`config.mk`:
```
export PLATFORM = sky130hd
export DESIGN_NAME = x86_instruction_length_decoder_top
export DESIGN_NICKNAME = d
export VERILOG_FILES = /design/src/rtl/core/xild_pkg.sv /design/src/rtl/core/x86_instruction_length_decoder_top.sv
export SDC_FILE = /design/constraint.sdc
export NUM_CORES = 1
export LEC_CHECK = 0
export ABC_AREA = 1
export BUFFER_PORTS_ARGS = -buffer_cell sky130_fd_sc_hd__buf_2
export CORE_UTILIZATION = 54
export CTS_CLUSTER_DIAMETER = 80
export DETAILED_ROUTE_END_ITERATION = 10
export PLACE_DENSITY = 0.77
export SLEW_MARGIN = 15
export SYNTH_ARGS = -nofsm -noshare
export SYNTH_HDL_FRONTEND = slang
export SYNTH_SLANG_ARGS = --single-unit
```
`constraint.sdc`:
```
create_clock -name clock -period 6.2 [get_ports clock]
set_clock_uncertainty 0.15 [all_clocks]
set_input_delay 1.55 -clock clock [delete_from_list [all_inputs] [get_ports clock]]
set_output_delay 1.55 -clock clock [all_outputs]
set_load 0.02 [all_outputs]
```
`src/rtl/core/xild_pkg.sv`:
```
// ----------------------------------------------------------------------------
// xild_pkg: shared types, constants and opcode tables
// Payload structs, decode phase codes, immediate classes and opcode maps
// for the x86 instruction length decoder.
// ----------------------------------------------------------------------------
package xild_pkg;

   localparam int unsigned MAX_LENGTH = 15;

   typedef struct packed {
      logic [7:0] code_byte;
      logic       end_of_buffer;
   } req_type;

   typedef struct packed {
      logic [1:0]         status;
      logic [4:0]         length;
      logic [5:0]         prefix_flags;
      logic [7:0]         segment_byte;
      logic [2:0]         opcode_map;
      logic [7:0]         opcode_byte;
      logic [8:0]         modrm_field;
      logic [8:0]         sib_field;
      logic [2:0]         disp_bytes;
      logic signed [31:0] displacement;
      logic [2:0]         imm_bytes_count;
      logic signed [31:0] immediate;
   } rsp_type;

   // status codes
   localparam logic [1:0] ST_DECODED   = 2'd0;
   localparam logic [1:0] ST_TRUNCATED = 2'd1;
   localparam logic [1:0] ST_TOO_LONG  = 2'd2;

   // decode phases
   localparam logic [2:0] PH_PREFIX = 3'd0;
   localparam logic [2:0] PH_ESC    = 3'd1;
   localparam logic [2:0] PH_ESC3   = 3'd2;
   localparam logic [2:0] PH_MODRM  = 3'd3;
   localparam logic [2:0] PH_SIB    = 3'd4;
   localparam logic [2:0] PH_DISP   = 3'd5;
   localparam logic [2:0] PH_IMM    = 3'd6;

   // opcode maps
   localparam logic [2:0] MAP_ONE  = 3'd1;
   localparam logic [2:0] MAP_0F   = 3'd2;
   localparam logic [2:0] MAP_0F38 = 3'd3;
   localparam logic [2:0] MAP_0F3A = 3'd4;

   // immediate classes
   localparam logic [3:0] C_NONE  = 4'd0;
   localparam logic [3:0] C_B     = 4'd1;
   localparam logic [3:0] C_W     = 4'd2;
   localparam logic [3:0] C_D     = 4'd3;
   localparam logic [3:0] C_Z     = 4'd4;
   localparam logic [3:0] C_P     = 4'd5;
   localparam logic [3:0] C_MOFFS = 4'd6;
   localparam logic [3:0] C_ENTER = 4'd7;
   localparam logic [3:0] C_GRP3  = 4'd8;

   localparam logic [7:0] MODRM_FOLLOWS = 8'h80;
   localparam logic [7:0] OP_ESC    = 8'h0F;
   localparam logic [7:0] OP_ESC38  = 8'h38;
   localparam logic [7:0] OP_ESC3A  = 8'h3A;
   localparam logic [7:0] OP_OPSIZE = 8'h66;
   localparam logic [7:0] OP_ADSIZE = 8'h67;
   localparam logic [7:0] OP_GRP3B  = 8'hF6;

   localparam logic [7:0] MAP_ONE_TABLE [256] = '{
      8'h80,8'h80,8'h80,8'h80,8'h01,8'h04,8'h00,8'h00,
      8'h80,8'h80,8'h80,8'h80,8'h01,8'h04,8'h00,8'h00,
      8'h80,8'h80,8'h80,8'h80,8'h01,8'h04,8'h00,8'h00,
      8'h80,8'h80,8'h80,8'h80,8'h01,8'h04,8'h00,8'h00,
      8'h80,8'h80,8'h80,8'h80,8'h01,8'h04,8'h00,8'h00,
      8'h80,8'h80,8'h80,8'h80,8'h01,8'h04,8'h00,8'h00,
      8'h80,8'h80,8'h80,8'h80,8'h01,8'h04,8'h00,8'h00,
      8'h80,8'h80,8'h80,8'h80,8'h01,8'h04,8'h00,8'h00,
      8'h00,8'h00,8'h00,8'h00,8'h00,8'h00,8'h00,8'h00,
      8'h00,8'h00,8'h00,8'h00,8'h00,8'h00,8'h00,8'h00,
      8'h00,8'h00,8'h00,8'h00,8'h00,8'h00,8'h00,8'h00,
      8'h00,8'h00,8'h00,8'h00,8'h00,8'h00,8'h00,8'h00,
      8'h00,8'h00,8'h80,8'h80,8'h00,8'h00,8'h00,8'h00,
      8'h04,8'h84,8'h01,8'h81,8'h00,8'h00,8'h00,8'h00,
      8'h01,8'h01,8'h01,8'h01,8'h01,8'h01,8'h01,8'h01,
      8'h01,8'h01,8'h01,8'h01,8'h01,8'h01,8'h01,8'h01,
      8'h81,8'h84,8'h81,8'h81,8'h80,8'h80,8'h80,8'h80,
      8'h80,8'h80,8'h80,8'h80,8'h80,8'h80,8'h80,8'h80,
      8'h00,8'h00,8'h00,8'h00,8'h00,8'h00,8'h00,8'h00,
      8'h00,8'h00,8'h05,8'h00,8'h00,8'h00,8'h00,8'h00,
      8'h06,8'h06,8'h06,8'h06,8'h00,8'h00,8'h00,8'h00,
      8'h01,8'h04,8'h00,8'h00,8'h00,8'h00,8'h00,8'h00,
      8'h01,8'h01,8'h01,8'h01,8'h01,8'h01,8'h01,8'h01,
      8'h04,8'h04,8'h04,8'h04,8'h04,8'h04,8'h04,8'h04,
      8'h81,8'h81,8'h02,8'h00,8'h80,8'h80,8'h81,8'h84,
      8'h07,8'h00,8'h02,8'h00,8'h00,8'h01,8'h00,8'h00,
      8'h80,8'h80,8'h80,8'h80,8'h01,8'h01,8'h00,8'h00,
      8'h80,8'h80,8'h80,8'h80,8'h80,8'h80,8'h80,8'h80,
      8'h01,8'h01,8'h01,8'h01,8'h01,8'h01,8'h01,8'h01,
      8'h04,8'h04,8'h05,8'h01,8'h00,8'h00,8'h00,8'h00,
      8'h00,8'h00,8'h00,8'h00,8'h00,8'h00,8'h88,8'h88,
      8'h00,8'h00,8'h00,8'h00,8'h00,8'h00,8'h80,8'h80
   };

   // two-byte (0F) map entry: ModRM flag in bit 7, immediate class below
   function automatic logic [7:0] map_two(input logic [7:0] op);
      logic none_c;
      logic b_c;
      none_c = (op >= 8'h05 && op <= 8'h09) || op == 8'h0B || op == 8'h0E ||
               op == 8'hFF || (op >= 8'h30 && op <= 8'h35) || op == 8'hA0 ||
               op == 8'hA1 || op == 8'hA2 || op == 8'hA8 || op == 8'hA9 ||
               op == 8'hAA || (op >= 8'hC8 && op <= 8'hCF);
      b_c = (op >= 8'h70 && op <= 8'h73) || op == 8'hA4 || op == 8'hAC ||
            op == 8'hBA || op == 8'hC2 || (op >= 8'hC4 && op <= 8'hC6);
      if (none_c)
         return {4'h0, C_NONE};
      else if (op >= 8'h80 && op <= 8'h8F)
         return {4'h0, C_Z};
      else if (b_c)
         return MODRM_FOLLOWS | {4'h0, C_B};
      else
         return MODRM_FOLLOWS;
   endfunction

   // sign- or zero-fit a gathered value to its byte count
   function automatic logic [31:0] sign_fit(input logic [31:0] v, input logic [2:0] size);
      unique case (size)
         3'd1:    return {{24{v[7]}}, v[7:0]};
         3'd2:    return {{16{v[15]}}, v[15:0]};
         3'd3:    return {8'h00, v[23:0]};
         3'd4:    return v;
         default: return 32'h0;
      endcase
   endfunction

endpackage

```
`src/rtl/core/x86_instruction_length_decoder_top.sv`:
```
// ----------------------------------------------------------------------------
// x86_instruction_length_decoder_top
// Splits a 32-bit x86 code byte stream into instructions.
// ----------------------------------------------------------------------------
// Usage:
//   req channel: one code byte per beat, with end_of_buffer on the last
//   available byte. rsp channel: one beat per finished instruction, or a
//   truncated beat when end_of_buffer arrives mid-instruction.
//   Each byte is decoded by a table lookup and small updates in the cycle
//   it is accepted; a result is written to the output register when the
//   byte that completes it is accepted. Throughput is one byte per cycle unless stalled.
//   req_ready drops while the output register holds a result that the
//   receiver has not yet taken; the output register refills in the same
//   cycle it drains.
//   Reset puts the decoder in the prefix phase with all held fields zero
//   and empties the output register. After an end_of_buffer byte the
//   decoder starts over.
// ----------------------------------------------------------------------------
module x86_instruction_length_decoder_top (
   input  logic              clock,
   input  logic              reset,
   input  logic              req_valid,
   output logic              req_ready,
   input  xild_pkg::req_type req_data,
   output logic              rsp_valid,
   input  logic              rsp_ready,
   output xild_pkg::rsp_type rsp_data
);
   import xild_pkg::*;

   logic [2:0]  phase_ff, phase_in;
   logic [5:0]  pfx_ff, pfx_in;
   logic [7:0]  seg_ff, seg_in;
   logic [2:0]  map_ff, map_in;
   logic [7:0]  opc_ff, opc_in;
   logic [3:0]  icls_ff, icls_in;
   logic [8:0]  modrm_ff, modrm_in;
   logic [8:0]  sib_ff, sib_in;
   logic [31:0] disp_ff, disp_in;
   logic [2:0]  dsz_ff, dsz_in;
   logic [31:0] imm_ff, imm_in;
   logic [2:0]  isz_ff, isz_in;
   logic [2:0]  left_ff, left_in;
   logic [4:0]  cnt_ff, cnt_in;
   logic        out_valid_ff;
   rsp_type     out_ff, out_in;

   logic       accept, done, emit;
   logic [7:0] b;
   logic [4:0] cnt;
   logic [7:0] entry;
   logic       do_op, do_disp, do_imm;
   logic [2:0] dsize, isize;
   logic [1:0] mod_b;
   logic [2:0] rm_b, dpos, ipos;
   logic       op16, ad16;

   assign req_ready = !out_valid_ff || rsp_ready;
   assign accept    = req_valid && req_ready;
   assign b         = req_data.code_byte;
   assign cnt       = (cnt_ff < 5'd16) ? cnt_ff + 5'd1 : cnt_ff;
   assign mod_b     = b[7:6];
   assign rm_b      = b[2:0];

   // decode one byte: phase step, then opcode/disp/imm starts chain in order
   always_comb begin
      phase_in = phase_ff; pfx_in = pfx_ff; seg_in = seg_ff; map_in = map_ff;
      opc_in = opc_ff; icls_in = icls_ff; modrm_in = modrm_ff; sib_in = sib_ff;
      disp_in = disp_ff; dsz_in = dsz_ff; imm_in = imm_ff; isz_in = isz_ff;
      left_in = left_ff;
      done = 1'b0; do_op = 1'b0; do_disp = 1'b0; do_imm = 1'b0;
      entry = 8'h00; dsize = 3'd0; isize = 3'd0;
      dpos = 3'd0; ipos = 3'd0;
      op16 = 1'b0; ad16 = 1'b0;
      unique case (phase_ff)
         PH_ESC: begin
            if (b == OP_ESC38 || b == OP_ESC3A) begin
               map_in = (b == OP_ESC38) ? MAP_0F38 : MAP_0F3A;
               phase_in = PH_ESC3;
            end else begin
               opc_in = b; entry = map_two(b); do_op = 1'b1;
            end
         end
         PH_ESC3: begin
            opc_in = b; do_op = 1'b1;
            entry = MODRM_FOLLOWS |
                    ((map_ff == MAP_0F3A) ? {4'h0, C_B} : {4'h0, C_NONE});
         end
         PH_MODRM: begin
            modrm_in = {1'b1, b};
            do_disp = 1'b1;
            if (mod_b != 2'd3) begin
               if (pfx_ff[4]) begin
                  if (mod_b == 2'd1) dsize = 3'd1;
                  else if (mod_b == 2'd2 || rm_b == 3'd6) dsize = 3'd2;
               end else if (rm_b == 3'd4) begin
                  phase_in = PH_SIB; do_disp = 1'b0;
               end else begin
                  if (mod_b == 2'd1) dsize = 3'd1;
                  else if (mod_b == 2'd2 || rm_b == 3'd5) dsize = 3'd4;
               end
            end
         end
         PH_SIB: begin
            sib_in = {1'b1, b};
            do_disp = 1'b1;
            if (modrm_ff[7:6] == 2'd1) dsize = 3'd1;
            else if (modrm_ff[7:6] == 2'd2 || b[2:0] == 3'd5) dsize = 3'd4;
         end
         PH_DISP: begin
            dpos = dsz_ff - left_ff;
            unique case (dpos[1:0])
               2'd0: disp_in[7:0]   = disp_ff[7:0]   | b;
               2'd1: disp_in[15:8]  = disp_ff[15:8]  | b;
               2'd2: disp_in[23:16] = disp_ff[23:16] | b;
               2'd3: disp_in[31:24] = disp_ff[31:24] | b;
               default: ;
            endcase
            left_in = left_ff - 3'd1;
            if (left_ff == 3'd1) do_imm = 1'b1;
         end
         PH_IMM: begin
            ipos = isz_ff - left_ff;
            priority case (ipos)
               3'd0: imm_in[7:0]   = imm_ff[7:0]   | b;
               3'd1: imm_in[15:8]  = imm_ff[15:8]  | b;
               3'd2: imm_in[23:16] = imm_ff[23:16] | b;
               3'd3: imm_in[31:24] = imm_ff[31:24] | b;
               default: ;
            endcase
            left_in = left_ff - 3'd1;
            if (left_ff == 3'd1) done = 1'b1;
         end
         default: begin
            priority if (b == 8'hF0) pfx_in[0] = 1'b1;
            else if (b == 8'hF2) pfx_in[1] = 1'b1;
            else if (b == 8'hF3) pfx_in[2] = 1'b1;
            else if (b == OP_OPSIZE) pfx_in[3] = 1'b1;
            else if (b == OP_ADSIZE) pfx_in[4] = 1'b1;
            else if (b == 8'h2E || b == 8'h36 || b == 8'h3E || b == 8'h26 ||
                     b == 8'h64 || b == 8'h65) begin
               pfx_in[5] = 1'b1; seg_in = b;
            end else if (b == OP_ESC) begin
               map_in = MAP_0F; phase_in = PH_ESC;
            end else begin
               map_in = MAP_ONE; opc_in = b;
               entry = MAP_ONE_TABLE[b]; do_op = 1'b1;
            end
         end
      endcase

      // opcode seen: go to ModRM or straight to the immediate
      if (do_op) begin
         icls_in = entry[3:0];
         if (entry[7]) phase_in = PH_MODRM;
         else do_imm = 1'b1;
      end
      // start displacement
      if (do_disp) begin
         dsz_in = dsize; disp_in = 32'h0;
         if (dsize == 3'd0) do_imm = 1'b1;
         else begin
            left_in = dsize; phase_in = PH_DISP;
         end
      end
      // start immediate, sized from class, prefixes and group-3 reg
      if (do_imm) begin
         op16 = pfx_in[3];
         ad16 = pfx_in[4];
         unique case (icls_in)
            C_B:     isize = 3'd1;
            C_W:     isize = 3'd2;
            C_D:     isize = 3'd4;
            C_Z:     isize = op16 ? 3'd2 : 3'd4;
            C_P:     isize = op16 ? 3'd4 : 3'd6;
            C_MOFFS: isize = ad16 ? 3'd2 : 3'd4;
            C_ENTER: isize = 3'd3;
            C_GRP3: begin
               if (modrm_in[5:3] > 3'd1) isize = 3'd0;
               else if (opc_in == OP_GRP3B) isize = 3'd1;
               else isize = op16 ? 3'd2 : 3'd4;
            end
            default: isize = 3'd0;
         endcase
         isz_in = isize; imm_in = 32'h0;
         if (isize == 3'd0) done = 1'b1;
         else begin
            left_in = isize; phase_in = PH_IMM;
         end
      end
   end

   assign emit = done || req_data.end_of_buffer;

   // build the result beat
   always_comb begin
      out_in = '0;
      out_in.length = cnt;
      if (done) begin
         out_in.status          = (cnt > 5'(MAX_LENGTH)) ? ST_TOO_LONG : ST_DECODED;
         out_in.prefix_flags    = pfx_in;
         out_in.segment_byte    = seg_in;
         out_in.opcode_map      = map_in;
         out_in.opcode_byte     = opc_in;
         out_in.modrm_field     = modrm_in;
         out_in.sib_field       = sib_in;
         out_in.disp_bytes      = dsz_in;
         out_in.displacement    = sign_fit(disp_in, dsz_in);
         out_in.imm_bytes_count = isz_in;
         out_in.immediate       = sign_fit(imm_in, isz_in);
      end else begin
         out_in.status = ST_TRUNCATED;
      end
   end

   // advance decode state; start over after each result
   always_ff @(posedge clock) begin
      if (reset || (accept && emit)) begin
         phase_ff <= PH_PREFIX; pfx_ff <= '0; seg_ff <= '0; map_ff <= '0;
         opc_ff <= '0; icls_ff <= '0; modrm_ff <= '0; sib_ff <= '0;
         disp_ff <= '0; dsz_ff <= '0; imm_ff <= '0; isz_ff <= '0;
         left_ff <= '0; cnt_ff <= '0;
      end else if (accept) begin
         phase_ff <= phase_in; pfx_ff <= pfx_in; seg_ff <= seg_in; map_ff <= map_in;
         opc_ff <= opc_in; icls_ff <= icls_in; modrm_ff <= modrm_in; sib_ff <= sib_in;
         disp_ff <= disp_in; dsz_ff <= dsz_in; imm_ff <= imm_in; isz_ff <= isz_in;
         left_ff <= left_in; cnt_ff <= cnt;
      end
   end

   // hold the result until taken
   always_ff @(posedge clock) begin
      if (reset) begin
         out_valid_ff <= 1'b0;
      end else if (accept && emit) begin
         out_valid_ff <= 1'b1;
      end else if (rsp_ready) begin
         out_valid_ff <= 1'b0;
      end
   end

   always_ff @(posedge clock) begin
      if (accept && emit) begin
         out_ff <= out_in;
      end
   end

   assign rsp_valid = out_valid_ff;
   assign rsp_data  = out_ff;

endmodule
```
=== Yosys cells after proc, flatten, opt, wreduce, memory -nomap -nowiden ===
Memories as Yosys holds them, arrays and structs flattened.
Index checks and enable logic that the tools add are counted.

* Bits of input ports: 13
* Memories kept: 1
* Bits in read-only memories: 2048
* Output and inout bits: 122
* Logic and storage cells: 308
* Bits in registers: 249

{| class="wikitable"
|+ Memories
! name !! depth !! bits a word !! rd ports !! clocked after Yosys merged registers in !! write ports !! line !! source
|-
| (name not given) || 256 || 8 || 1 || 0 || 0 || x86_instruction_length_decoder_top.sv:147 || <nowiki>entry = MAP_ONE_TABLE[b]; do_op = 1'b1;</nowiki>
|}

* Bitwise gates (word level): 9
* Multiplexer cells: 138
* Magnitude comparators: 16
* $add $sub $neg: 4
* Reduce and logical (&&, ||, !) cells: 47
* Eq/ne operators: 66

{| class="wikitable"
|+ Operator list
! cell !! count
|-
| two-way mux 8 bit || 35
|-
| one-hot mux 32 bit (4 select lines) || 2
|-
| two-way mux 3 bit || 45
|-
| two-way mux 32 bit || 4
|-
| == test 8 bit, second input constant || 15
|-
| OR 8 bit || 8
|-
| == test 8 x 6 -> 1 bit, second input constant || 6
|-
| one-hot mux 8 bit (3 select lines) || 2
|-
| == test 8 x 7 -> 1 bit, second input constant || 4
|-
| two-way mux 1 bit || 31
|-
| logical OR 1 bit || 28
|-
| == test 3 bit, second input constant || 9
|-
| == test 3 x 2 -> 1 bit, second input constant || 8
|-
| == test 8 x 4 -> 1 bit, second input constant || 3
|-
| >= comparator 8 bit, second input constant || 3
|-
| <= comparator 8 bit, second input constant || 3
|-
| one-hot mux 3 bit (8 select lines) || 1
|-
| two-way mux 9 bit || 2
|-
| == test 4 x 3 -> 1 bit, second input constant || 4
|-
| == test 3 x 1 -> 1 bit, second input constant || 5
|-
| two-way mux 2 bit || 6
|-
| one-hot mux 3 bit (2 select lines) || 2
|-
| two-way mux 5 bit || 2
|-
| >= comparator 9 bit, second input constant || 1
|-
| 34 further kinds || 51
|}

=== Depth between registers and ports, before layout ===
* Depth after elaboration: 27
* Gate-level depth with buffers: 28
* Mapped depth without buffers: 26

=== Worst setup path after synthesis ===
OpenSTA, ideal clock, no wires.

* Path type: input-to-reg
* Start point: in req_data[6] (netlist name)
* End point: reg out_ff (netlist bit rsp_data[0]) (enable)
* Stages: 22
* Buffers on the path: 1
* Arrival time: 5824 ps
* Setup slack: -248 ps
* Library setup time: 473 ps
* Data required time: 5577 ps
* Path through: buf_2 -> nor2_1 -> nand2_2 -> nor2_4 -> nor2_8 -> nand2_4 -> nand2_4 -> nand2_4 -> nand2_2 -> nand2_2 -> inv_2 -> nand2_4 -> inv_2 -> nand2_1 -> o21ai_1 -> nor2_1 -> nand3_1 -> nor2_2 -> nand2_2 -> nand3b_1 -> nand2_1 -> inv_1

* Cells in the longest elaborated chain, start to end: 25
* Elaborated cells on any way between the ends: 136
* Those cells by class: order compare: 13; eq/ne: 36; mux: 54; bitwise: 1; reduce/logical: 31; memory: 1

{| class="wikitable"
|+ RTL lines
! what !! line !! source
|-
| from (decl) || x86_instruction_length_decoder_top.sv:24 || <nowiki>input xild_pkg::req_type req_data,</nowiki>
|-
| parallel branches: the longest is 22 deep, another holds memory (256 x 8 bit) || n/a ||
|-
| two-way mux 1 bit (*) || x86_instruction_length_decoder_top.sv:167 || <nowiki>if (do_imm) begin</nowiki>
|-
| logical OR 1 bit (*) || x86_instruction_length_decoder_top.sv:193 || <nowiki>assign emit = done || req_data.end_of_buffer;</nowiki>
|-
| logical AND 1 bit (*) || x86_instruction_length_decoder_top.sv:243 || <nowiki>if (accept && emit) begin</nowiki>
|-
| to (signal assigned) || x86_instruction_length_decoder_top.sv:244 || <nowiki>out_ff <= out_in;</nowiki>
|-
| to (decl) || x86_instruction_length_decoder_top.sv:46 || <nowiki>rsp_type out_ff, out_in;</nowiki>
|}

Every way passes the cells marked *. The select of a mux whose other input is x is not followed.
A chain may end at the register's enable or synchronous reset.

=== Final worst setup path ===
* Start point: in req_data[4] (netlist name)
* End point: reg out_ff (netlist bit rsp_data[71]) (enable)

Same word-level chain as after synthesis.

==> impl_metrics.yaml <==
sta:
  finalHoldViolations: 0
  fin_tns_setup_ns: 0
  max_freq_mhz: 193
  final.period_utilization_pct: 83.7
  tightest_slew_ns: 1.15
  period_minus_slack_ns: 5.19
  setup_viol: 0
  rsz0062_at_grt: "no"
  fin_hold_ws_ns: 0.306
  final_max_slew_viol_count: 0
  slew_headroom_pct: 23.0
synthesis:
  synthArstFlopShare_pct: 0
  synth_area_leaders: "edfxtp_1 28%, dfxtp_1 20%, nand2_1 12%, nor2_1 11%, a21oi_1 4.9%"
  ys_dominant_reg_cell: "dfxtp_1"
  synth_xor_area_share_pct: 0.407
  synth.most_common_cell: "nand2_1"
  avgSynthCellArea_um2: 7.38
  synth.top_cell.area_share_pct: 27.9
  synthMuxAreaShare_pct: 0.155
  synth_edf_count: 120
  synth_nets: 1768
  ys_top_cells_by_count: "416 x nand2_1, 387 x nor2_1, 154 x inv_1"
  synth_cells: 1749
  synth_top_family_by_area: "simple AND/OR/NAND/NOR gates"
  seq_area_frac_synth_pct: 47.9
  synth_simple_gate_area_share_pct: 30.9
  ys_seq_elements: 249
  synth_compound_area_share_pct: 11.5
  yosys.area_share.adder_pct: 0.640
  synth_cell_types: 44
  synth_area_leader_cell: "edfxtp_1"
  synth.cell_area_um2: 12900
  synth_warnings: 0
final_layout:
  area_delta_synth_final_pct: 13.2
  diodes: 0
  fillerInstances: 2075
  fin_cells: 2182
  drive_above_1_share_pct: 14.9
  layout.nets: 1862
power_and_ir_drop:
  peakVddDrop_uv: 331
  p_leak_nw: 6.14
  power_density_nw_per_um2: 429
worst_setup_path:
  cp_common_cell: "nand2_1"
  critical_path_class: "input port to flip-flop"
  path_delay_family: "simple AND/OR/NAND/NOR gates"
  cp_data_required_time_ns: 6.26
  critPathMaxStageDelay_ns: 0.45
  path_cells: "buf_2 -> inv_1 -> nand2_1 -> nor2_1 -> nand2_4 -> nand2_4 -> nor2_8 -> nand3_1 -> nor2_1 -> nor2_1 -> nand2_1 -> nor2_1 -> nand2_1 -> nand3_1 -> nand2_1 -> nand2_1 -> nand3_1 -> nor2_2 -> nand2_2 -> nand3b_1 -> nand2_1 -> clkinvlp_4 -> buf_12"
  end_kind: "flip-flop"
  cp-start-kind: "input port"
  worstPathArrival_ns: 5.25
  worst-path-buf-inv: 4
  slowest_stage: "clkinvlp_4"
  path_max_fanout: 56
clock_tree:
  insertion_delay_ns: 0.54
  numCtsBuffers: 26
  clockBufferDepth: 3
  cts_tree: "built"
  cts-root-buf: "clkbuf_16"
  cts_resized: 0
  clk_pin_slew_ns: 0.06
  cts_sinks: 249
  post_cts_buffers: 0
  ctsHoldBuffers: 0
  cts_max_level: 1
flow_run:
  maxCapViolations: 0
floorplan:
  dieWidth_um: 157
  row_count: 56
  coreArea_um2: 23500
  ios: 135
  initial_core_util_pct: 55.0
  dieArea_um2: 24500
  fp.dieH_um: 157
route:
  drt_iter0_drc: 969
  wl_per_cell_um: 15.3
  route.detailed.drc: 0
  detail-route-antenna-nets: 0
  via_count: 11600
  drt_first_pass_iters: 6
  totalWireLength_mm: 33.5
  drt-vias-per-instance: 5.30
outcome:
  outcome: "complete, no violations"
place:
  routabilityCongestion: 0.946
  portBuffers: 134
  post-dp-hpwl_mm: 22.6
  dp_cells: 2134
global_route:
  grt-ovfl-total: 0
  grt_pass1_vias: 10500
  grt_max_degree: 108
  track_usage_pct: 27.5
  antenna_found_initial: 0
  grt_pass1_wl_mm: 53.4
min_path:
  hp-class: "flip-flop to flip-flop"
[kinds of logic (layout without fill, tap and decap cells)]
kind of cell    Yosys count  after routing
simple gates            953            953
compound gates          274            274
buf+inv                 259            373
flops                   249            249
fa+ha+maj                 6              6
xor+xnor                  6              6
mux                       2              2
[registers in the layout, indices dropped and copies added (netlist names)]
| register | cells |
|---|---|
| seg_ff | 8 |
| left_ff | 3 |
| sib_ff | 9 |
| modrm_ff | 9 |
| pfx_ff | 6 |
| dsz_ff | 3 |
| rsp_valid | 1 |
| disp_ff | 32 |
| isz_ff | 3 |
| cnt_ff | 5 |
| imm_ff | 32 |
| map_ff | 3 |
| opc_ff | 8 |
| icls_ff | 4 |
| phase_ff | 3 |
| rsp_data | 120 |
[worst min-delay path: stages, from the launching register on]
cell     delay [ns]
dfxtp_1        0.32
nand2_1        0.06
nor2_1         0.04
[final cells by class]
| class | instances | area (um2) | area share [%] |
|---|---|---|---|
| sequential | 249 | 6190 | 42.3 |
| clock buffer | 28 | 658 | 4.50 |
| clock inverter | 20 | 223 | 1.52 |
| timing repair buffer | 148 | 838 | 5.74 |
| multi-input combinational | 1241 | 5640 | 38.6 |
| inverter | 177 | 668 | 4.57 |
| tap | 319 | 399 | 2.73 |
[routing by layer]
metal / routed length, um / global-route usage [%] / vias up
met4: 978 / 9.52 / 0
met5: 0 / 0 / -
li1: - / - / 5793
met1: 14900 / 37.3 / 5305
met3: 1990 / 2.85 / 66
met2: 15600 / 45.7 / 393
[power breakdown]
| part | internal, mW | switching [mW] |
|---|---|---|
| Combinational | 0.622 | 1.86 |
| Sequential | 2.09 | 0.102 |
| Clock | 0.939 | 0.657 |
[metrics by stage]
step           cell area, um2  setup slack (ns)  power, mW  utilization, %
4_1_cts                 14600              1.05       6.29            62.3
3_3_place_gp            13700             0.601       4.65            58.5
6_report                14600              1.01       6.27            62.3
2_1_floorplan           12900             0.405       4.04               -
3_5_place_dp            13700             0.500       4.69            58.5
5_1_grt                 14600             0.690       6.62            62.3
[final timing paths]
path / start / cells after the start / slack (ns) / endpoint
setup / recovery: req_data[4] / 23 / 1.01 / rsp_data[71]$_SDFFCE_PN0P_
hold / removal: seg_ff[7]$_SDFFE_PP0P_ / 2 / 0.31 / seg_ff[7]$_SDFFE_PP0P_
hold reg to reg: seg_ff[7]$_SDFFE_PP0P_ / 2 / 0.31 / seg_ff[7]$_SDFFE_PP0P_
setup reg to reg: phase_ff[0]$_SDFFE_PP0P_ / 19 / 1.76 / rsp_data[71]$_SDFFCE_PN0P_
[placed cells by master (no fill, tap or decap), types with 3 or more instances in the layout]
master / count
inv_2: 22
clkinv_1: 5
nor3_1: 14
nand3_2: 6
nand2_4: 11
buf_4: 9
xnor2_1: 3
nand2_2: 20
o21ai_0: 98
o21ai_1: 5
bufinv_16: 4
or2_2: 7
nand3_1: 63
buf_2: 134
clkinv_2: 5
a31oi_1: 9
o22ai_1: 3
a22oi_1: 3
nor2_1: 387
a21oi_1: 126
dfxtp_1: 129
nand4_1: 11
clkbuf_16: 26
nor2_4: 9
clkinvlp_4: 6
buf_12: 5
nor2_2: 8
o21a_1: 5
ha_1: 5
edfxtp_1: 120
a211oi_1: 18
inv_1: 153
nand2_1: 414
xor2_1: 3
(Power assumes the default switching activity.)
